`config.mk`:
```
export PLATFORM = sky130hd
export DESIGN_NAME = wireframe_vertex_transform
export DESIGN_NICKNAME = d
export VERILOG_FILES = /design/src/sv/wvt_pkg.sv /design/src/sv/wvt_cordic.sv /design/src/sv/wvt_scale_mul.sv /design/src/sv/wireframe_vertex_transform.sv
export SDC_FILE = /design/constraint.sdc
export NUM_CORES = 2
export LEC_CHECK = 0
export BUFFER_PORTS_ARGS = -buffer_cell sky130_fd_sc_hd__buf_2
export CAP_MARGIN = 25
export CORE_AREA = 2 2 274 276
export DETAILED_ROUTE_END_ITERATION = 8
export DIE_AREA = 0 0 276 278
export GPL_ROUTABILITY_DRIVEN = 0
export PLACE_DENSITY = 0.84
export SLEW_MARGIN = 0
export SYNTH_ARGS = -nofsm -noshare
export SYNTH_HDL_FRONTEND = slang
export SYNTH_HIERARCHICAL = 1
export SYNTH_SLANG_ARGS = --single-unit
export TNS_END_PERCENT = 1
```
`constraint.sdc`:
```
create_clock -name clk -period 6.7 [get_ports clk]
set_clock_uncertainty 0.2 [all_clocks]
set_input_delay 0.67 -clock clk [delete_from_list [all_inputs] [get_ports clk]]
set_output_delay 0.67 -clock clk [all_outputs]
set_load 0.01 [all_outputs]
```
`src/sv/wvt_pkg.sv`:
```
// Shared types and constants of the wireframe vertex transform.
package wvt_pkg;

  localparam int MODEL_W  = 12;
  localparam int POS_W    = 12;
  localparam int TURN_W   = 16;
  localparam int SCALE_W  = 9;
  localparam int COLOUR_W = 4;
  localparam int COORD_W  = 14;

  localparam int ROT_W    = 31;
  localparam int Z_W      = 31;
  localparam int STAGES   = 16;
  localparam int STAGE_W  = 4;

  localparam int K_W      = 26;
  localparam int DIGITS   = K_W / 2;
  localparam int DIGIT_W  = 4;
  localparam int PROD_SHIFT = 44;

  localparam logic [K_W-1:0] GAIN_Q16 = K_W'(39797);

  localparam logic signed [COORD_W-1:0] COORD_MAX = {1'b0, {(COORD_W-1){1'b1}}};
  localparam logic signed [COORD_W-1:0] COORD_MIN = {1'b1, {(COORD_W-1){1'b0}}};

  localparam logic signed [Z_W-1:0] ATAN_TURN [STAGES] = '{
    31'sd536870912, 31'sd316933406, 31'sd167458907, 31'sd85004756,
    31'sd42667331,  31'sd21354465,  31'sd10679838,  31'sd5340245,
    31'sd2670163,   31'sd1335087,   31'sd667544,    31'sd333772,
    31'sd166886,    31'sd83443,     31'sd41722,     31'sd20861
  };

  typedef enum logic [1:0] {
    ST_IDLE,
    ST_ROTATE,
    ST_SCALE,
    ST_EMIT
  } wvt_state_t;

endpackage

```
`src/sv/wvt_cordic.sv`:
```
// Quarter-turn fold and sixteen-iteration CORDIC rotator.
module wvt_cordic (
  input  logic                                clk,
  input  logic                                rst,
  input  logic                                start,
  input  logic signed [wvt_pkg::MODEL_W-1:0]  model_x,
  input  logic signed [wvt_pkg::MODEL_W-1:0]  model_y,
  input  logic        [wvt_pkg::TURN_W-1:0]   turn,
  output logic                                done,
  output logic signed [wvt_pkg::ROT_W-1:0]    rot_x,
  output logic signed [wvt_pkg::ROT_W-1:0]    rot_y
);
  import wvt_pkg::*;

  typedef enum logic [1:0] {
    QUAD_0,
    QUAD_1,
    QUAD_2,
    QUAD_3
  } quad_t;

  logic                      busy;
  logic [STAGE_W-1:0]        cnt;
  logic signed [ROT_W-1:0]   x, y;
  logic signed [Z_W-1:0]     z;

  logic [TURN_W-1:0]         tq, resid;
  quad_t                     quad;
  logic signed [MODEL_W:0]   mx, my, xq, yq;
  logic signed [ROT_W-1:0]   x_init, y_init, dx, dy, x_next, y_next;
  logic signed [Z_W-1:0]     z_init, z_next;

  always_comb begin
    tq    = turn + TURN_W'(16'h2000);
    quad  = quad_t'(tq[TURN_W-1:TURN_W-2]);
    resid = turn - {tq[TURN_W-1:TURN_W-2], {(TURN_W-2){1'b0}}};
    mx    = {model_x[MODEL_W-1], model_x};
    my    = {model_y[MODEL_W-1], model_y};
    unique case (quad)
      QUAD_1: begin
        xq = -my;
        yq = mx;
      end
      QUAD_2: begin
        xq = -mx;
        yq = -my;
      end
      QUAD_3: begin
        xq = my;
        yq = -mx;
      end
      default: begin
        xq = mx;
        yq = my;
      end
    endcase
    x_init = {{(ROT_W-MODEL_W-17){xq[MODEL_W]}}, xq, 16'b0};
    y_init = {{(ROT_W-MODEL_W-17){yq[MODEL_W]}}, yq, 16'b0};
    z_init = {resid[TURN_W-2:0], 16'b0};

    dx = y >>> cnt;
    dy = x >>> cnt;
    if (!z[Z_W-1]) begin
      x_next = x - dx;
      y_next = y + dy;
      z_next = z - ATAN_TURN[cnt];
    end else begin
      x_next = x + dx;
      y_next = y - dy;
      z_next = z + ATAN_TURN[cnt];
    end
  end

  always_ff @(posedge clk) begin
    if (rst) begin
      busy <= 1'b0;
      done <= 1'b0;
      cnt  <= '0;
    end else begin
      done <= !start && busy && (cnt == STAGE_W'(STAGES - 1));
      if (start) begin
        busy <= 1'b1;
        cnt  <= '0;
      end else if (busy) begin
        cnt <= cnt + 1'b1;
        if (cnt == STAGE_W'(STAGES - 1)) begin
          busy <= 1'b0;
        end
      end
    end
  end

  always_ff @(posedge clk) begin
    if (start) begin
      x <= x_init;
      y <= y_init;
      z <= z_init;
    end else if (busy) begin
      x <= x_next;
      y <= y_next;
      z <= z_next;
    end
  end

  assign rot_x = x;
  assign rot_y = y;

endmodule

```
`src/sv/wvt_scale_mul.sv`:
```
// Two-bit-per-cycle serial multiplier with rounding, offset and saturation.
module wvt_scale_mul #(
  parameter int FRAC_BITS = 4
) (
  input  logic                                clk,
  input  logic                                rst,
  input  logic                                start,
  input  logic signed [wvt_pkg::ROT_W-1:0]    rot,
  input  logic        [wvt_pkg::K_W-1:0]      k,
  input  logic        [wvt_pkg::POS_W-1:0]    pos,
  output logic                                done,
  output logic signed [wvt_pkg::COORD_W-1:0]  coord
);
  import wvt_pkg::*;

  localparam int RND_W = ROT_W + 1;
  localparam int T_W   = ROT_W + 2;
  localparam int R     = PROD_SHIFT - FRAC_BITS - K_W;
  localparam logic signed [RND_W-1:0] HALF = RND_W'(1) << (R - 1);

  logic                      busy;
  logic [DIGIT_W-1:0]        cnt;
  logic signed [ROT_W-1:0]   rot_q;
  logic signed [ROT_W-1:0]   acc;
  logic [K_W-1:0]            k_sh;

  logic signed [T_W-1:0]     t;
  logic signed [RND_W-1:0]   rnd, v;
  logic [RND_W-COORD_W:0]    hi;
  logic signed [COORD_W-1:0] coord_next;

  always_comb begin
    t = {{2{acc[ROT_W-1]}}, acc};
    if (k_sh[0]) begin
      t = t + {{2{rot_q[ROT_W-1]}}, rot_q};
    end
    if (k_sh[1]) begin
      t = t + {rot_q[ROT_W-1], rot_q, 1'b0};
    end

    rnd = $signed({acc[ROT_W-1], acc}) + HALF;
    v   = (rnd >>> R) + $signed({{(RND_W-POS_W){1'b0}}, pos});
    hi  = v[RND_W-1:COORD_W-1];
    if (&hi || ~|hi) begin
      coord_next = v[COORD_W-1:0];
    end else if (v[RND_W-1]) begin
      coord_next = COORD_MIN;
    end else begin
      coord_next = COORD_MAX;
    end
  end

  always_ff @(posedge clk) begin
    if (rst) begin
      busy <= 1'b0;
      done <= 1'b0;
      cnt  <= '0;
    end else begin
      done <= !start && busy && (cnt == DIGIT_W'(DIGITS));
      if (start) begin
        busy <= 1'b1;
        cnt  <= '0;
      end else if (busy) begin
        cnt <= cnt + 1'b1;
        if (cnt == DIGIT_W'(DIGITS)) begin
          busy <= 1'b0;
        end
      end
    end
  end

  always_ff @(posedge clk) begin
    if (start) begin
      rot_q <= rot;
      acc   <= '0;
      k_sh  <= k;
    end else if (busy) begin
      if (cnt == DIGIT_W'(DIGITS)) begin
        coord <= coord_next;
      end else begin
        acc  <= t[T_W-1:2];
        k_sh <= {2'b00, k_sh[K_W-1:2]};
      end
    end
  end

endmodule

```
`src/sv/wireframe_vertex_transform.sv`:
```
// Top level: vertex sequencing, segment assembly and output registers.
// Each accepted item runs through the 16 CORDIC iterations, then the 13 two-bit digits
// of the scaling multipliers, one after the other; the item's segment, if any, is then
// registered once the output is free. A new item is taken only when the block is idle again.
// A closing segment follows in the cycle after the segment before it is taken.
// Synchronous reset empties the output and makes the block wait for a first vertex.
module wireframe_vertex_transform #(
  parameter int ANGLE_BITS = 16,
  parameter int FRAC_BITS  = 4
) (
  input  logic                                 clk,
  input  logic                                 rst,
  input  logic                                 in_valid,
  output logic                                 in_ready,
  input  logic signed [wvt_pkg::MODEL_W-1:0]   model_x,
  input  logic signed [wvt_pkg::MODEL_W-1:0]   model_y,
  input  logic        [wvt_pkg::POS_W-1:0]     pos_x,
  input  logic        [wvt_pkg::POS_W-1:0]     pos_y,
  input  logic        [wvt_pkg::TURN_W-1:0]    turn,
  input  logic        [wvt_pkg::SCALE_W-1:0]   scale,
  input  logic        [wvt_pkg::COLOUR_W-1:0]  colour,
  input  logic                                 last_vertex,
  output logic                                 out_valid,
  input  logic                                 out_ready,
  output logic signed [wvt_pkg::COORD_W-1:0]   start_x,
  output logic signed [wvt_pkg::COORD_W-1:0]   start_y,
  output logic signed [wvt_pkg::COORD_W-1:0]   end_x,
  output logic signed [wvt_pkg::COORD_W-1:0]   end_y,
  output logic        [wvt_pkg::COLOUR_W-1:0]  seg_colour,
  output logic                                 last_segment
);
  import wvt_pkg::*;

  localparam int DROP = (ANGLE_BITS < TURN_W) ? TURN_W - ANGLE_BITS : 0;
  localparam logic [TURN_W-1:0] TURN_MASK = {TURN_W{1'b1}} << DROP;

  wvt_state_t state, state_next;

  logic [POS_W-1:0]          pos_x_q, pos_y_q;
  logic [COLOUR_W-1:0]       colour_q, cls_colour;
  logic                      last_q;
  logic [K_W-1:0]            k_q;

  logic signed [COORD_W-1:0] first_x, first_y, prev_x, prev_y;
  logic                      in_model;
  logic                      cls_valid;

  logic                      accept, rot_done, mul_start, x_done, y_done, out_free, fin_go;
  logic                      seg_go;
  logic signed [ROT_W-1:0]   rot_x, rot_y;
  logic signed [COORD_W-1:0] cx, cy;

  assign accept   = in_valid && in_ready;
  assign out_free = !cls_valid && (!out_valid || out_ready);
  assign seg_go   = fin_go && (in_model || last_q);

  wvt_cordic u_cordic (
    .clk     (clk),
    .rst     (rst),
    .start   (accept),
    .model_x (model_x),
    .model_y (model_y),
    .turn    (turn & TURN_MASK),
    .done    (rot_done),
    .rot_x   (rot_x),
    .rot_y   (rot_y)
  );

  wvt_scale_mul #(.FRAC_BITS(FRAC_BITS)) u_mul_x (
    .clk   (clk),
    .rst   (rst),
    .start (mul_start),
    .rot   (rot_x),
    .k     (k_q),
    .pos   (pos_x_q),
    .done  (x_done),
    .coord (cx)
  );

  wvt_scale_mul #(.FRAC_BITS(FRAC_BITS)) u_mul_y (
    .clk   (clk),
    .rst   (rst),
    .start (mul_start),
    .rot   (rot_y),
    .k     (k_q),
    .pos   (pos_y_q),
    .done  (y_done),
    .coord (cy)
  );

  always_ff @(posedge clk) begin
    if (rst) begin
      state <= ST_IDLE;
    end else begin
      state <= state_next;
    end
  end

  always_comb begin
    state_next = state;
    in_ready   = 1'b0;
    mul_start  = 1'b0;
    fin_go     = 1'b0;
    unique case (state)
      ST_IDLE: begin
        in_ready = 1'b1;
        if (in_valid) begin
          state_next = ST_ROTATE;
        end
      end
      ST_ROTATE: begin
        if (rot_done) begin
          mul_start  = 1'b1;
          state_next = ST_SCALE;
        end
      end
      ST_SCALE: begin
        if (x_done) begin
          state_next = ST_EMIT;
        end
      end
      ST_EMIT: begin
        if (out_free) begin
          fin_go     = 1'b1;
          state_next = ST_IDLE;
        end
      end
      default: begin
        state_next = ST_IDLE;
      end
    endcase
  end

  always_ff @(posedge clk) begin
    if (accept) begin
      pos_x_q  <= pos_x;
      pos_y_q  <= pos_y;
      colour_q <= colour;
      last_q   <= last_vertex;
      k_q      <= GAIN_Q16 * K_W'(scale);
    end
  end

  always_ff @(posedge clk) begin
    if (rst) begin
      out_valid <= 1'b0;
      cls_valid <= 1'b0;
      in_model  <= 1'b0;
      first_x   <= '0;
      first_y   <= '0;
      prev_x    <= '0;
      prev_y    <= '0;
    end else begin
      if (out_valid && out_ready) begin
        if (cls_valid) begin
          cls_valid    <= 1'b0;
          start_x      <= prev_x;
          start_y      <= prev_y;
          end_x        <= first_x;
          end_y        <= first_y;
          seg_colour   <= cls_colour;
          last_segment <= 1'b1;
        end else if (!seg_go) begin
          out_valid <= 1'b0;
        end
      end
      if (fin_go) begin
        prev_x <= cx;
        prev_y <= cy;
        if (!in_model) begin
          first_x  <= cx;
          first_y  <= cy;
          in_model <= !last_q;
          if (last_q) begin
            out_valid    <= 1'b1;
            start_x      <= cx;
            start_y      <= cy;
            end_x        <= cx;
            end_y        <= cy;
            seg_colour   <= colour_q;
            last_segment <= 1'b1;
          end
        end else begin
          out_valid    <= 1'b1;
          start_x      <= prev_x;
          start_y      <= prev_y;
          end_x        <= cx;
          end_y        <= cy;
          seg_colour   <= colour_q;
          last_segment <= 1'b0;
          if (last_q) begin
            in_model   <= 1'b0;
            cls_valid  <= 1'b1;
            cls_colour <= colour_q;
          end
        end
      end
    end
  end

  a_cls_behind_out: assert property (@(posedge clk) disable iff (rst)
    cls_valid |-> out_valid)
    else $error("closing segment pending without a segment on the output");

  a_cls_model_closed: assert property (@(posedge clk) disable iff (rst)
    cls_valid |-> !in_model)
    else $error("closing segment pending while a model is still open");

  a_lanes_lockstep: assert property (@(posedge clk) disable iff (rst)
    x_done == y_done)
    else $error("x and y multipliers out of step");

  a_rot_done_state: assert property (@(posedge clk) disable iff (rst)
    rot_done |-> state == ST_ROTATE)
    else $error("rotator finished outside the rotate state");

  a_emit_after_scale: assert property (@(posedge clk) disable iff (rst)
    fin_go |-> $past(state) == ST_SCALE || $past(state) == ST_EMIT)
    else $error("segment assembly without a finished scaling pass");

endmodule
```
==> out/metrics.csv <==
metric,value,unit
status,finished with violations,
violations,design-rule violations,
tightest_slew,1.06,ns
crit_fanout,36,
hp-class,in2reg,
nNetsFinal,5279,
finalHoldViolCount,0,
h-tree-depth,2,
p_leak,18.7,nW
swShare,0.454,
cts_tree,done,
finalWirelength,115000,um
intPower,0.0107,W
clk_latency,0.65,ns
place_inst,5705,
ir_drop,0.360,mV
rows,100,
drtIter0Drc,4285,
max_freq,157,MHz
fin_tns_setup,0,ns
setup_viol,0,
drc,31,
clockPowerShare,0.163,
die_w,276,um
required,6.84,ns
core_area,0.0738,sq mm
crit_type,reg2reg,
grt_pass1_vias,35400,
power.density,428,mW/mm^2
drive_gt1_frac,0.110,
cts_sinks,494,
syn-cell-area,0.0425,sq mm
cts-buffers-inserted,56,
critical_path_arrival,6.52,ns
cp-start-kind,register,
drv_cap,0,
yosysWarningCount,6,
period_share,0.952,
dieArea,0.0767,sq mm
portBuffers,144,
power_frac_seq,0.241,
grt_pass1_wl,183000,um
reg2reg_slack,0.32,ns
slew_violations,0,
clockBufferDepth,3,
stdcell_count,5833,
post-cts-setup-buffer-count,0,
period_minus_slack,6.38,ns
slew_headroom,0.293,
switchingPower,0.00894,W
n_antenna_cell,0,
wire_per_inst,19.7,um
antenna_found_initial,2,
drtAntennaViolNets,0,
clkSlewWorstSetupHoldPaths,0.06,ns
syn_avg_cell_area,8.89,sq um
vias_per_cell,6.50,
syn-instance-count,4777,
die_h,278,um
rsz0062_at_grt,no,
vias,37900,
grt.total_usage,0.288,
grt_max_degree,110,
syn_to_final_growth,8.32,%
cts_root_buf,clkbuf_16,
grt_overflow,0,
cp-end-kind,register,
floorplan.initialDensity,0.575,
boundaryPins,145,
dp_hpwl,82800,um
dr.pass1.iters,9,
pwr-share-comb,0.596,
==> layout by cell type, fill, tap and decap left out, types with 53 or more instances in the layout <==
| cell | instances |
|---|---|
| a31oi_1 | 87 |
| nand3_1 | 82 |
| xnor2_1 | 221 |
| buf_4 | 53 |
| xor2_1 | 124 |
| ha_1 | 324 |
| nand2_1 | 561 |
| mux2_2 | 122 |
| mux2i_1 | 116 |
| inv_1 | 194 |
| a211oi_1 | 70 |
| nor3_1 | 93 |
| dfxtp_1 | 183 |
| clkbuf_16 | 59 |
| a21o_1 | 117 |
| edfxtp_1 | 306 |
| a21oi_1 | 431 |
| o21ai_0 | 219 |
| and3_1 | 61 |
| nor2_1 | 389 |
| buf_2 | 144 |
| fa_1 | 57 |
==> routing by layer <==
layer,track usage,vias to the layer above,share of wire
met4,0.113,4,0.042
li1,-,17700,-
met1,0.386,17800,0.41
met5,0,-,0.00022
met2,0.467,2055,0.45
met3,0.0471,388,0.098
==> repair_timing <==
action	4_1_cts	5_1_grt
hold endpoints to repair	17	0
resized for setup	0	1
hold buffers	17	0
setup endpoints to repair	0	1
==> worst max-delay path, cell delays in order (launching register included) <==
cell and delay [ns]:
dfxtp_4 0.67, mux4_2 0.57, mux2_2 0.29, o21ai_0 0.24
ha_1 0.25, nand2_1 0.08, o31ai_1 0.45, buf_4 0.22
and2_1 0.18, nand2_1 0.07, nand2_1 0.10, xnor2_1 0.08
ha_1 0.38, nand2_1 0.07, o21ai_0 0.35, o21bai_1 0.22
o2111ai_1 0.22, a311oi_1 0.45, nor4b_1 0.44, o221ai_1 0.24
xnor2_1 0.24, o21ai_1 0.09
==> per-stage QoR <==
step,power [W],area (sq um),util,setup slack (ns),hold WS (ns)
floorplan,0.0135,42500,-,0.195,0.224
global placement,0.0157,43800,0.593,0.768,0.235
detailed placement,0.0160,43800,0.593,0.622,0.247
CTS,0.0194,45900,0.622,0.608,0.00245
global route,0.0210,46000,0.623,0.0493,0.00629
finish,0.0197,46000,0.623,0.323,0.0283
==> final cells by class <==
class	count	area (sq um)
fillers	5942	27800
multi-input cells	3844	27700
flip-flops and latches	494	13000
clock buffers	72	1550
repair buffers	220	1390
well taps	969	1210
inverters	200	751
clock inverters	34	409
==> final timing paths <==
path / from / endpoint / cells after the start
setup / recovery: u_cordic/cnt[0] / u_cordic/rot_y[30] / 21
hold reg to reg: first_y[5] / first_y[5] / 2
setup reg to reg: u_cordic/cnt[0] / u_cordic/rot_y[30] / 21
hold / removal: pos_y[7] / pos_y_q[7] / 1
==> power groups by stage <==
stage | Clock [W] | Combinational, W | Sequential [W]
floorplan | 0 | 0.00910 | 0.00437
global placement | 0 | 0.0110 | 0.00473
detailed placement | 0 | 0.0113 | 0.00476
CTS | 0.00324 | 0.0114 | 0.00470
global route | 0.00336 | 0.0128 | 0.00479
finish | 0.00321 | 0.0117 | 0.00475
==> sequential cells by signal (all words and copies together), names as in the netlist, 12 cells and up <==
register        cells
u_mul_x/acc        31
pos_y_q            12
first_x            14
start_y            14
first_y            14
u_cordic/rot_x     31
start_x            14
u_mul_x/k_sh       26
u_cordic/rot_y     31
prev_y             14
end_x              14
u_mul_x/rot_q      31
u_mul_x/coord      14
u_cordic/z         31
prev_x             14
u_mul_y/rot_q      31
end_y              14
u_mul_y/acc        31
u_mul_y/k_sh       26
k_q                25
u_mul_y/coord      14
pos_x_q            12
No activity file was read; power rests on OpenSTA's default activity.
